### config.mk
export PLATFORM = sky130hd
export DESIGN_NAME = audio_jitter_buffer_seq_tracker_top
export DESIGN_NICKNAME = d
export VERILOG_FILES = /design/src/sv/ajb_pkg.sv /design/src/sv/ajb_ctrl.sv /design/src/sv/ajb_datapath.sv /design/src/sv/audio_jitter_buffer_seq_tracker_top.sv
export SDC_FILE = /design/constraint.sdc
export NUM_CORES = 2
export LEC_CHECK = 0
export ABC_AREA = 1
export BUFFER_PORTS_ARGS = -buffer_cell sky130_fd_sc_hd__buf_4
export CAP_MARGIN = 10
export CORE_ASPECT_RATIO = 1.4
export CORE_MARGIN = 5
export CORE_UTILIZATION = 50
export CTS_CLUSTER_SIZE = 16
export DETAILED_ROUTE_END_ITERATION = 8
export PLACE_DENSITY = 0.71
export SYNTH_ARGS = -nofsm -noshare
export SYNTH_HDL_FRONTEND = slang
export SYNTH_SLANG_ARGS = --single-unit
### constraint.sdc
create_clock -name clk -period 10.4 [get_ports clk]
set_input_delay 0.52 -clock clk [delete_from_list [all_inputs] [get_ports clk]]
set_output_delay 0.52 -clock clk [all_outputs]
set_load 0.05 [all_outputs]
### src/sv/ajb_pkg.sv
// ----------------------------------------------------------------------------
// ajb_pkg
// Shared types, codes and constants for the audio jitter buffer with
// sequence tracking.
// ----------------------------------------------------------------------------
package ajb_pkg;

  localparam int MAX_TARGET_DEF  = 32;
  localparam int STORE_DEPTH_DEF = 64;

  localparam int ACTION_W  = 2;
  localparam int SEQ_W     = 16;
  localparam int PAYLOAD_W = 32;
  localparam int KIND_W    = 3;
  localparam int GAP_W     = 10;
  localparam int DROP_W    = 7;
  localparam int COUNT_W   = 32;
  localparam int BUF_W     = 7;
  localparam int TARGET_W  = 6;
  localparam int PHASE_W   = 8;

  localparam int GAP_LIMIT    = 1000;
  localparam int STATS_PERIOD = 250;

  localparam logic [TARGET_W-1:0] TARGET_RESET = TARGET_W'(4);

  localparam logic [ACTION_W-1:0] ACT_ARRIVAL = 2'd0;
  localparam logic [ACTION_W-1:0] ACT_TICK    = 2'd1;
  localparam logic [ACTION_W-1:0] ACT_RESTART = 2'd2;
  localparam logic [ACTION_W-1:0] ACT_NONE    = 2'd3;

  localparam logic [KIND_W-1:0] KIND_QUEUED     = 3'd0;
  localparam logic [KIND_W-1:0] KIND_NOT_PRIMED = 3'd1;
  localparam logic [KIND_W-1:0] KIND_UNDERRUN   = 3'd2;
  localparam logic [KIND_W-1:0] KIND_SAMPLES    = 3'd3;
  localparam logic [KIND_W-1:0] KIND_RESTARTED  = 3'd4;

  // commands from the controller to the datapath
  typedef struct packed {
    logic load;    // capture an input item
    logic exec;    // execute the captured item
    logic cfg_we;  // write the target register
  } ajb_cmd_t;

endpackage

### src/sv/ajb_ctrl.sv
// ----------------------------------------------------------------------------
// ajb_ctrl
// Two-state sequencer: accept an item, then execute it in the datapath.
// ----------------------------------------------------------------------------
module ajb_ctrl (
  input  logic            clk,
  input  logic            rst_n,
  input  logic            start,
  input  logic            cfg_valid,
  output logic            busy,
  output logic            cfg_ready,
  output ajb_pkg::ajb_cmd_t cmd
);
  import ajb_pkg::*;

  localparam logic ST_IDLE = 1'b0;
  localparam logic ST_EXEC = 1'b1;

  logic state_r;
  logic state_nxt;

  always_comb begin
    unique case (state_r)
      ST_IDLE: state_nxt = start ? ST_EXEC : ST_IDLE;
      ST_EXEC: state_nxt = ST_IDLE;
      default: state_nxt = ST_IDLE;
    endcase
  end

  always_ff @(posedge clk) begin
    if (!rst_n) begin
      state_r <= ST_IDLE;
    end else begin
      state_r <= state_nxt;
    end
  end

  assign busy       = (state_r == ST_EXEC);
  assign cfg_ready  = !busy;
  assign cmd.load   = start && !busy;
  assign cmd.exec   = busy;
  assign cmd.cfg_we = cfg_valid && !busy;

endmodule

### src/sv/ajb_datapath.sv
// ----------------------------------------------------------------------------
// ajb_datapath
// Packet ring, sequence/loss tracking, counters and the result register.
// ----------------------------------------------------------------------------
module ajb_datapath #(
  parameter int MAX_TARGET  = ajb_pkg::MAX_TARGET_DEF,
  parameter int STORE_DEPTH = ajb_pkg::STORE_DEPTH_DEF
) (
  input  logic                          clk,
  input  logic                          rst_n,
  input  ajb_pkg::ajb_cmd_t             cmd,
  input  logic [ajb_pkg::TARGET_W-1:0]  cfg_target_depth,
  input  logic [ajb_pkg::ACTION_W-1:0]  in_action,
  input  logic [ajb_pkg::SEQ_W-1:0]     in_seq_num,
  input  logic [ajb_pkg::PAYLOAD_W-1:0] in_payload_handle,
  output logic                          out_valid,
  output logic [ajb_pkg::KIND_W-1:0]    out_kind,
  output logic [ajb_pkg::SEQ_W-1:0]     out_seq,
  output logic [ajb_pkg::PAYLOAD_W-1:0] out_payload,
  output logic [ajb_pkg::GAP_W-1:0]     out_gap,
  output logic                          out_gap_reported,
  output logic [ajb_pkg::DROP_W-1:0]    out_dropped,
  output logic                          out_stats_due,
  output logic [ajb_pkg::COUNT_W-1:0]   out_packets_received,
  output logic [ajb_pkg::COUNT_W-1:0]   out_packets_lost,
  output logic [ajb_pkg::BUF_W-1:0]     out_buffered,
  output logic                          out_primed
);
  import ajb_pkg::*;

  localparam int IDX_W   = $clog2(STORE_DEPTH);
  localparam int OCC_W   = $clog2(STORE_DEPTH + 1);
  localparam int LIM_W   = $clog2(2 * MAX_TARGET + 1);
  localparam int CW0     = (OCC_W > LIM_W) ? OCC_W : LIM_W;
  localparam int CW      = ((CW0 > TARGET_W) ? CW0 : TARGET_W) + 1;
  localparam int ENTRY_W = SEQ_W + PAYLOAD_W;

  localparam logic [CW-1:0] DEPTH_C = CW'(STORE_DEPTH);
  localparam logic [CW-1:0] MAXT_C  = CW'(MAX_TARGET);

  // ring storage
  logic [ENTRY_W-1:0] mem [STORE_DEPTH];
  logic [ENTRY_W-1:0] rd_data_r;
  logic               wr_en;
  logic [IDX_W-1:0]   wr_addr;

  // captured item
  logic [ACTION_W-1:0]  act_r;
  logic [SEQ_W-1:0]     seq_r;
  logic [PAYLOAD_W-1:0] pay_r;

  // tracker state
  logic [TARGET_W-1:0] target_r;
  logic [IDX_W-1:0]    head_r,  head_nxt;
  logic [OCC_W-1:0]    occ_r,   occ_nxt;
  logic                primed_r, primed_nxt;
  logic                first_r,  first_nxt;
  logic [SEQ_W-1:0]    last_r,   last_nxt;
  logic [COUNT_W-1:0]  rcv_r,    rcv_nxt;
  logic [COUNT_W-1:0]  lost_r,   lost_nxt;
  logic [PHASE_W-1:0]  phase_r,  phase_nxt;

  // result fields
  logic                 valid_r,  valid_nxt;
  logic [KIND_W-1:0]    kind_r,   kind_nxt;
  logic [SEQ_W-1:0]     oseq_r,   oseq_nxt;
  logic [PAYLOAD_W-1:0] opay_r,   opay_nxt;
  logic [GAP_W-1:0]     gap_r,    gap_nxt;
  logic                 grep_r,   grep_nxt;
  logic [DROP_W-1:0]    drop_r,   drop_nxt;
  logic                 stats_r,  stats_nxt;

  // arrival arithmetic
  logic [CW-1:0]    tgt, limit, occ_x, occ1, occ2, extra, sum_a, sum_b, sum_c;
  logic             full;
  logic [IDX_W-1:0] head1;
  logic [SEQ_W-1:0] expect_seq, diff;
  logic [PHASE_W:0] phase_inc;

  always_ff @(posedge clk) begin
    if (wr_en) begin
      mem[wr_addr] <= {seq_r, pay_r};
    end
    rd_data_r <= mem[head_r];
  end

  always_ff @(posedge clk) begin
    if (cmd.load) begin
      act_r <= in_action;
      seq_r <= in_seq_num;
      pay_r <= in_payload_handle;
    end
  end

  always_comb begin
    // clamp the target into 1..MAX_TARGET, limit at min(2*target, depth)
    tgt = CW'(target_r);
    if (tgt == '0) begin
      tgt = CW'(1);
    end
    if (tgt > MAXT_C) begin
      tgt = MAXT_C;
    end
    limit = tgt << 1;
    if (limit > DEPTH_C) begin
      limit = DEPTH_C;
    end

    occ_x = CW'(occ_r);
    full  = (occ_x == DEPTH_C);

    // drop one first when the ring is full
    sum_a = CW'(head_r) + CW'(full);
    if (sum_a >= DEPTH_C) begin
      sum_a = sum_a - DEPTH_C;
    end
    head1 = IDX_W'(sum_a);
    occ1  = occ_x - CW'(full);

    // write slot is head + occupancy on the original values
    sum_b = CW'(head_r) + occ_x;
    if (sum_b >= DEPTH_C) begin
      sum_b = sum_b - DEPTH_C;
    end
    wr_addr = IDX_W'(sum_b);

    occ2  = occ1 + CW'(1);
    extra = (occ2 > limit) ? (occ2 - limit) : '0;
    sum_c = CW'(head1) + extra;
    if (sum_c >= DEPTH_C) begin
      sum_c = sum_c - DEPTH_C;
    end

    expect_seq = last_r + SEQ_W'(1);
    diff       = seq_r - expect_seq;
    phase_inc  = {1'b0, phase_r} + (PHASE_W+1)'(1);
  end

  always_comb begin
    head_nxt   = head_r;
    occ_nxt    = occ_r;
    primed_nxt = primed_r;
    first_nxt  = first_r;
    last_nxt   = last_r;
    rcv_nxt    = rcv_r;
    lost_nxt   = lost_r;
    phase_nxt  = phase_r;
    wr_en      = 1'b0;
    valid_nxt  = 1'b0;
    kind_nxt   = kind_r;
    oseq_nxt   = '0;
    opay_nxt   = '0;
    gap_nxt    = '0;
    grep_nxt   = 1'b0;
    drop_nxt   = '0;
    stats_nxt  = 1'b0;

    if (cmd.exec) begin
      unique case (act_r)
        ACT_ARRIVAL: begin
          valid_nxt = 1'b1;
          kind_nxt  = KIND_QUEUED;
          rcv_nxt   = rcv_r + COUNT_W'(1);
          if (phase_inc >= (PHASE_W+1)'(STATS_PERIOD) || rcv_nxt == '0) begin
            phase_nxt = '0;
          end else begin
            phase_nxt = phase_inc[PHASE_W-1:0];
          end
          stats_nxt = (phase_nxt == '0);
          if (!first_r && seq_r != expect_seq && diff < SEQ_W'(GAP_LIMIT)) begin
            lost_nxt = lost_r + COUNT_W'(diff);
            gap_nxt  = GAP_W'(diff);
            grep_nxt = 1'b1;
          end
          last_nxt  = seq_r;
          first_nxt = 1'b0;
          wr_en     = 1'b1;
          // occupancy after the write plus any pre-drop is occ + 1
          if (!primed_r && (occ_x + CW'(1)) >= (tgt >> 1)) begin
            primed_nxt = 1'b1;
          end
          head_nxt = IDX_W'(sum_c);
          occ_nxt  = OCC_W'(occ2 - extra);
          drop_nxt = DROP_W'(extra + CW'(full));
        end
        ACT_TICK: begin
          valid_nxt = 1'b1;
          if (!primed_r) begin
            kind_nxt = KIND_NOT_PRIMED;
          end else if (occ_r == '0) begin
            kind_nxt = KIND_UNDERRUN;
          end else begin
            kind_nxt = KIND_SAMPLES;
            oseq_nxt = rd_data_r[ENTRY_W-1:PAYLOAD_W];
            opay_nxt = rd_data_r[PAYLOAD_W-1:0];
            head_nxt = (head_r == IDX_W'(STORE_DEPTH - 1)) ? '0 : head_r + IDX_W'(1);
            occ_nxt  = occ_r - OCC_W'(1);
          end
        end
        ACT_RESTART: begin
          valid_nxt  = 1'b1;
          kind_nxt   = KIND_RESTARTED;
          head_nxt   = '0;
          occ_nxt    = '0;
          primed_nxt = 1'b0;
          first_nxt  = 1'b1;
          rcv_nxt    = '0;
          lost_nxt   = '0;
          phase_nxt  = '0;
        end
        ACT_NONE: begin
          // no state change, no result
        end
        default: begin
        end
      endcase
    end
  end

  always_ff @(posedge clk) begin
    if (!rst_n) begin
      target_r <= TARGET_RESET;
      head_r   <= '0;
      occ_r    <= '0;
      primed_r <= 1'b0;
      first_r  <= 1'b1;
      last_r   <= '0;
      rcv_r    <= '0;
      lost_r   <= '0;
      phase_r  <= '0;
      valid_r  <= 1'b0;
    end else begin
      if (cmd.cfg_we) begin
        target_r <= cfg_target_depth;
      end
      head_r   <= head_nxt;
      occ_r    <= occ_nxt;
      primed_r <= primed_nxt;
      first_r  <= first_nxt;
      last_r   <= last_nxt;
      rcv_r    <= rcv_nxt;
      lost_r   <= lost_nxt;
      phase_r  <= phase_nxt;
      valid_r  <= valid_nxt;
    end
  end

  // result payload, loaded only when a result is produced
  always_ff @(posedge clk) begin
    if (valid_nxt) begin
      kind_r  <= kind_nxt;
      oseq_r  <= oseq_nxt;
      opay_r  <= opay_nxt;
      gap_r   <= gap_nxt;
      grep_r  <= grep_nxt;
      drop_r  <= drop_nxt;
      stats_r <= stats_nxt;
    end
  end

  assign out_valid            = valid_r;
  assign out_kind             = kind_r;
  assign out_seq              = oseq_r;
  assign out_payload          = opay_r;
  assign out_gap              = gap_r;
  assign out_gap_reported     = grep_r;
  assign out_dropped          = drop_r;
  assign out_stats_due        = stats_r;
  assign out_packets_received = rcv_r;
  assign out_packets_lost     = lost_r;
  assign out_buffered         = BUF_W'(occ_r);
  assign out_primed           = primed_r;

endmodule

### src/sv/audio_jitter_buffer_seq_tracker_top.sv
// ----------------------------------------------------------------------------
// audio_jitter_buffer_seq_tracker_top
// Jitter buffer with sequence-gap loss counting: arrivals, playout ticks
// and restarts in, one status item out per command except ACT_NONE.
// ----------------------------------------------------------------------------
//   channel   handshake              payload
//   input     start / busy           in_action, in_seq_num, in_payload_handle
//   result    out_valid (strobe)     out_kind .. out_primed
//   config    cfg_valid / cfg_ready  cfg_target_depth
//
// Each item is first captured, which also launches the ring read at the
// head, and then executed, which updates state and writes the ring; the result strobe
// follows in the next cycle, while a new item can already be accepted.
// Reset is synchronous; no clearing pass, the ring is only read inside
// the occupied window. The receiver cannot stall; results are not held.
// ----------------------------------------------------------------------------
module audio_jitter_buffer_seq_tracker_top #(
  parameter int MAX_TARGET  = ajb_pkg::MAX_TARGET_DEF,
  parameter int STORE_DEPTH = ajb_pkg::STORE_DEPTH_DEF
) (
  input  logic                          clk,
  input  logic                          rst_n,
  input  logic                          start,
  output logic                          busy,
  input  logic [ajb_pkg::ACTION_W-1:0]  in_action,
  input  logic [ajb_pkg::SEQ_W-1:0]     in_seq_num,
  input  logic [ajb_pkg::PAYLOAD_W-1:0] in_payload_handle,
  input  logic                          cfg_valid,
  output logic                          cfg_ready,
  input  logic [ajb_pkg::TARGET_W-1:0]  cfg_target_depth,
  output logic                          out_valid,
  output logic [ajb_pkg::KIND_W-1:0]    out_kind,
  output logic [ajb_pkg::SEQ_W-1:0]     out_seq,
  output logic [ajb_pkg::PAYLOAD_W-1:0] out_payload,
  output logic [ajb_pkg::GAP_W-1:0]     out_gap,
  output logic                          out_gap_reported,
  output logic [ajb_pkg::DROP_W-1:0]    out_dropped,
  output logic                          out_stats_due,
  output logic [ajb_pkg::COUNT_W-1:0]   out_packets_received,
  output logic [ajb_pkg::COUNT_W-1:0]   out_packets_lost,
  output logic [ajb_pkg::BUF_W-1:0]     out_buffered,
  output logic                          out_primed
);
  import ajb_pkg::*;

  ajb_cmd_t cmd;

  ajb_ctrl u_ctrl (
    .clk       (clk),
    .rst_n     (rst_n),
    .start     (start),
    .cfg_valid (cfg_valid),
    .busy      (busy),
    .cfg_ready (cfg_ready),
    .cmd       (cmd)
  );

  ajb_datapath #(
    .MAX_TARGET  (MAX_TARGET),
    .STORE_DEPTH (STORE_DEPTH)
  ) u_datapath (
    .clk                  (clk),
    .rst_n                (rst_n),
    .cmd                  (cmd),
    .cfg_target_depth     (cfg_target_depth),
    .in_action            (in_action),
    .in_seq_num           (in_seq_num),
    .in_payload_handle    (in_payload_handle),
    .out_valid            (out_valid),
    .out_kind             (out_kind),
    .out_seq              (out_seq),
    .out_payload          (out_payload),
    .out_gap              (out_gap),
    .out_gap_reported     (out_gap_reported),
    .out_dropped          (out_dropped),
    .out_stats_due        (out_stats_due),
    .out_packets_received (out_packets_received),
    .out_packets_lost     (out_packets_lost),
    .out_buffered         (out_buffered),
    .out_primed           (out_primed)
  );

endmodule
* Word-level counts from Yosys, hierarchy flattened
Memories as Yosys holds them, arrays and structs flattened. A register that Yosys moved wholly into a read port is not among the register bits. Cells that the tools add are included.
Storage, ports and cells: bits of input ports 60, output and inout port bits 145, flip-flop bits (word level) 231, memory bits (writable) 3072, memories kept 1, logic and storage cells 123
Memories:
- u_datapath.mem | depth 64, width 48, read ports 1, clocked after memory_dff 1, write ports 1, line ajb_datapath.sv:42 | logic [ENTRY_W-1:0] mem [STORE_DEPTH];
Cells by class: bitwise logic cells 3, $add $sub $neg 19, equality and inequality tests 9, order comparisons 9, reductions and logical operators 25, multiplexer cells 36
Operators by type and width (number):
- case mux 32 bit (2 select lines) | 2
- 2-to-1 mux 6 bit | 8
- adder 32 x 1 -> 32 bit (second input constant) | 1
- adder 32 x 16 -> 32 bit | 1
- zero test 32 bit | 1
- 2-to-1 mux 32 bit | 1
- 2-to-1 mux 8 bit | 4
- 2-to-1 mux 7 bit | 3
- case mux 7 bit (3 select lines) | 1
- case mux 6 bit (3 select lines) | 1
- subtractor 6 x 1 -> 6 bit (second input constant) | 3
- adder 16 x 1 -> 16 bit (second input constant) | 1
- >= comparator 8 x 7 -> 1 bit (second input constant) | 2
- < comparator 16 x 10 -> 1 bit (second input constant) | 1
- != test 16 bit | 1
- case mux 8 bit (2 select lines) | 1
- subtractor 16 bit | 1
- AND reduction 3 bit | 4
- 2-to-1 mux 1 bit | 10
- adder 8 x 1 -> 9 bit (second input constant) | 1
- >= comparator 9 x 8 -> 1 bit (second input constant) | 1
- case mux 3 bit (3 select lines) | 1
- adder 6 x 7 -> 8 bit | 1
- adder 6 x 8 -> 8 bit | 1
- other kinds (36) | 49

* Depth between registers and ports, before layout
depth after elaboration 12, mapped depth 37, depth with buffers taken out 36

* Hierarchy
From an unflattened synthesis, not the netlist that was laid out.
Unflattened totals: cells, all modules 10456, area total of the unflattened synthesis 133610.6 um2
Modules (own cells, without submodules):
- ajb_datapath | sequential area each 99015.0 um2, instances 1, cells each 10447, area an instance 133551.8 um2
- ajb_ctrl | sequential area each 20.0 um2, instances 1, cells each 9, area an instance 58.8 um2

* Worst setup path after synthesis
Ideal clock, no wire load.
kind flip-flop to flip-flop, start reg u_ctrl.state_r (netlist: u_ctrl.busy), end reg u_datapath.occ_r[1] (netlist: u_datapath.out_buffered[1]), setup time 0.070 ns, arrival time 5.384 ns, stages on the path, launching flop included 8, clock period less this slack 5.454 ns, path buffers 1, required time 10.330 ns, setup slack 4.946 ns, cell sequence dfxtp_1 inv_1 nor2_1 nand2_1 inv_1 clkbuf_1 o21ai_0 a21oi_1
Between the ends: cells in the longest elaborated chain, start to end 1
RTL lines:
- from (decl) | line ajb_ctrl.sv:19 | logic state_r;
- from (signal assigned) | line ajb_ctrl.sv:34 | state_r <= state_nxt;
- AND reduction 4 bit (no source line)
- to (signal assigned) | line ajb_datapath.sv:237 | occ_r <= occ_nxt;
- to (decl) | line ajb_datapath.sv:55 | logic [OCC_W-1:0] occ_r, occ_nxt;
No other way between the ends. A chain may end at the register's enable or synchronous reset.

* Worst setup path after layout
start reg u_datapath.occ_r[3] (netlist: u_datapath.out_buffered[3]), end reg u_datapath.occ_r[6] (netlist: u_datapath.out_buffered[6])
Between the ends: cells in the longest elaborated chain, start to end 7, elaborated cells on any way between the ends 14, those cells by class add/sub: 5; order compare: 1; eq/ne: 2; mux: 4; reduce/logical: 2
RTL lines:
- == test 7 bit | line ajb_datapath.sv:110 | full = (occ_x == DEPTH_C);
- subtractor 7 x 1 -> 8 bit | line ajb_datapath.sv:118 | occ1 = occ_x - CW'(full);
- adder 8 x 1 -> 8 bit | line ajb_datapath.sv:127 | occ2 = occ1 + CW'(1);
- subtractor 8 x 7 -> 8 bit or greater-than comparator 8 x 7 -> 1 bit (tied branches) | line ajb_datapath.sv:128 | extra = (occ2 > limit) ? (occ2 - limit) : '0;
- 2-to-1 mux 8 bit | line ajb_datapath.sv:128
- subtractor 7 bit | line ajb_datapath.sv:183 | occ_nxt = OCC_W'(occ2 - extra);
- case mux 7 bit (3 select lines) | line ajb_datapath.sv:159 | unique case (act_r)
Several ways; a longest one is shown, not always the timed one. The select of a mux whose other input is x is not followed.

==> results.py <==
metrics = {
    "synthesis": {
        "synth_area_um2": 133700,
        "ys_seq_elements": 3351,
        "ys_types": 54,
        "ys.flop_type": "edfxtp_1",
        "synth_largest_area_cell": "edfxtp_1",
        "synth.most_common_cell": "edfxtp_1",
        "synth.avg_cell_area_um2": 12.81,
        "ys.warnings.count": 0,
        "netlist_instances": 10439,
        "syn_nets": 10591,
        "synthTopCellsByCount": "edfxtp_1 (3,192), nor2_1 (1,869), o21ai_0 (1,614)",
        "synth_top_area_share_pct": 71.69,
        "async_flop_share_pct": 0,
        "synth-edff-count": 3192,
        "ys_seq_area_share_pct": 74.07,
        "synth_area_leaders": "edfxtp_1 (72%), o21ai_0 (6.0%), nor2_1 (5.2%), dfxtp_1 (2.4%), nand2_1 (2.3%)",
    },
    "grt": {
        "track_usage_pct": 28.57,
        "grt_pass1_wl_mm": 587.5,
        "overflow": 0,
        "antenna_found_initial": 14,
        "grt_max_degree": 233,
        "grt_pass1_vias": 88007,
    },
    "critical_path": {
        "worstPathMaxFanout": 11,
        "cpMaxStageDelayCell": "dfxtp_1",
        "required_ps": 11150,
        "crit_type": "reg -> reg",
        "startpoint_type": "flop",
        "worst_path_largest_cell_delay_ps": 460,
        "path_common_cell": "inv_1",
        "cp-end-kind": "flop",
        "cp.arrival_ps": 6810,
    },
    "floorplanning": {
        "dieHeight_um": 621.9,
        "core_um2": 266000,
        "die_area_um2": 278000,
        "die_w_um": 447.0,
        "io_pins": 205,
        "start_util_pct": 50.27,
        "num_rows": 224,
    },
    "layout": {
        "synthToLayoutAreaGrowth_pct": 12.36,
        "fin_util_pct": 56.48,
        "final-instance-count-excl-fill": 14284,
        "drive_gt1_share_pct": 9.244,
        "multi_input_area_um2": 31500,
        "fill_cells": 20524,
        "final_net_count": 10680,
        "regArea_um2": 99050,
        "final_design_area_no_fill_um2": 150200,
    },
    "power": {
        "finalPower_mw": 28.93,
        "ir_drop_uv": 129.7,
        "p_per_area_nw_per_um2": 192.6,
        "p_leak_nw": 49.03,
    },
    "run_status": {
        "status": "complete, no violations",
    },
    "clock_network": {
        "cts-buffers-inserted": 322,
        "cts_max_level": 5,
        "cts_tree": "built",
        "cts_setup_buffers": 0,
        "clk_latency_ps": 900,
        "clkTransAtPathRegs_ps": 60,
        "cts.repair.resized": 0,
        "clock_path_buffers": 4,
        "cts_root_buf": "clkbuf_16",
        "cts_sinks": 3351,
    },
    "min_path": {
        "hp-class": "in -> reg",
    },
    "timing": {
        "rsz0062_at_grt": "false",
        "fin_crit_sh_pct": 58.21,
        "setup_viol": 0,
        "slew_viol_final": 0,
        "timing.setup.tns_ps": 0,
        "timing.fmax_ghz": 0.1652,
        "hold_viol_final": 0,
        "skew_ps": 81.83,
        "worst_hold_slack_ps": 87.96,
        "slew_headroom_pct": 18.25,
        "setup_slack_ps": 4347,
        "tightest_slew_ps": 1226,
        "final.min_clock_period_ps": 6053,
    },
    "run": {
        "maxCapViolations": 0,
    },
    "drt": {
        "vias_per_cell": 6.398,
        "routed-via-count": 91393,
        "drt-initial-drc-count": 13380,
        "dr.pass1.iters": 7,
        "ant_nets": 0,
        "routed_wl_mm": 411.2,
        "drc": 0,
        "avgRoutedWirePerCell_um": 28.78,
    },
    "placement": {
        "hpwl_mm": 215.2,
        "pre_cts_slack_ps": 4365,
        "portBuffers": 204,
        "placed_cells": 13650,
        "finalWeightedCongestion": 0.8826,
        "dpl-instance-area_um2": 139100,
    },
}
layout make-up:
type	instances	area share (%)
sequential	3351	65.93
antenna	6	0.009994
multi-input combinational	6145	20.97
timing repair buffer	460	2.530
tap	3503	2.917
inverter	248	0.6480
clock inverter	162	1.168
clock buffer	409	5.823
logic make-up (layout without fill, tap and decap cells):
| logic type | Yosys count | after routing | share of synthesized area [%] |
|---|---|---|---|
| AO/OA/AOI/OAI | 2739 | 2739 | 11.87 |
| XOR/XNOR | 67 | 67 | 0.4389 |
| adder cells (fa/ha/maj) | 93 | 93 | 0.9021 |
| buffers and inverters | 943 | 1279 | 2.758 |
| flip-flops | 3351 | 3351 | 74.07 |
| other | 1 | 7 | 0.002805 |
| AND/OR/NAND/NOR | 3245 | 3245 | 9.952 |
registers in the layout, summed over array words and instances (netlist names), 10 cells and up:
register	count
u_datapath.out_packets_received	32
u_datapath.out_gap	10
u_datapath.last_r	16
u_datapath.out_packets_lost	32
u_datapath.seq_r	16
u_datapath.out_seq	16
u_datapath.out_payload	32
u_datapath.pay_r	32
u_datapath.rd_data_r	48
u_datapath.mem	3072
routing by layer:
layer / global-route usage (%) / wire length [µm] / up-vias
met3: 5.309 / 44680 / 1309
li1: - / - / 38984
met1: 35.46 / 140900 / 44876
met2: 46.95 / 196900 / 6218
met5: 0 / 38 / -
met4: 16.81 / 28660 / 6
where the power goes:
group	internal (mW)	switching (mW)	total, mW
combinational	0.555	1.59	2.14
clock	6.83	5.01	11.8
sequential	14.9	0.0905	15.0
cells in the final DEF, fill, tap and decap left out, drive strengths merged, types with 159 or more instances in the layout:
master and count:
dfxtp 159, a21oi 180, inv 259, o22ai 484, o221ai 286, o21ai 1617, buf 404, edfxtp 3192
nor2 1876, nand3 302, clkbuf 409, nand4 189, nand2 828
path summary, 6_finish.rpt:
kind                                                                       from                                         endpoint  slack [ps]  cells after the start
worst max-delay path                    u_datapath.out_buffered[3]$_SDFFE_PN0P_          u_datapath.out_buffered[6]$_SDFFE_PN0P_        4350                     35
worst min-delay path                                                      start                           u_ctrl.busy$_SDFF_PP0_          90                      3
worst max register to register          u_datapath.out_buffered[3]$_SDFFE_PN0P_          u_datapath.out_buffered[6]$_SDFFE_PN0P_        4350                     35
worst min register to register  u_datapath.out_packets_received[1]$_SDFFE_PN0P_  u_datapath.out_packets_received[1]$_SDFFE_PN0P_         510                      2
what timing repair did:
action	CTS	global route
hold buffers	56	0
hold endpoints to repair	56	0
setup endpoints to repair	0	0
worst max-delay path: cells and delay by family, from the launching register on:
| kind | cells | cell delay, ps |
|---|---|---|
| adders and majority gates | 6 | 1520 |
| AOI/OAI and AO/OA | 7 | 960 |
| and+or+nand+nor | 13 | 1940 |
| DFF | 1 | 460 |
| buffers and inverters | 7 | 840 |
| xor gates and xnor gates | 2 | 290 |
Power figures use the tool's default switching activity.
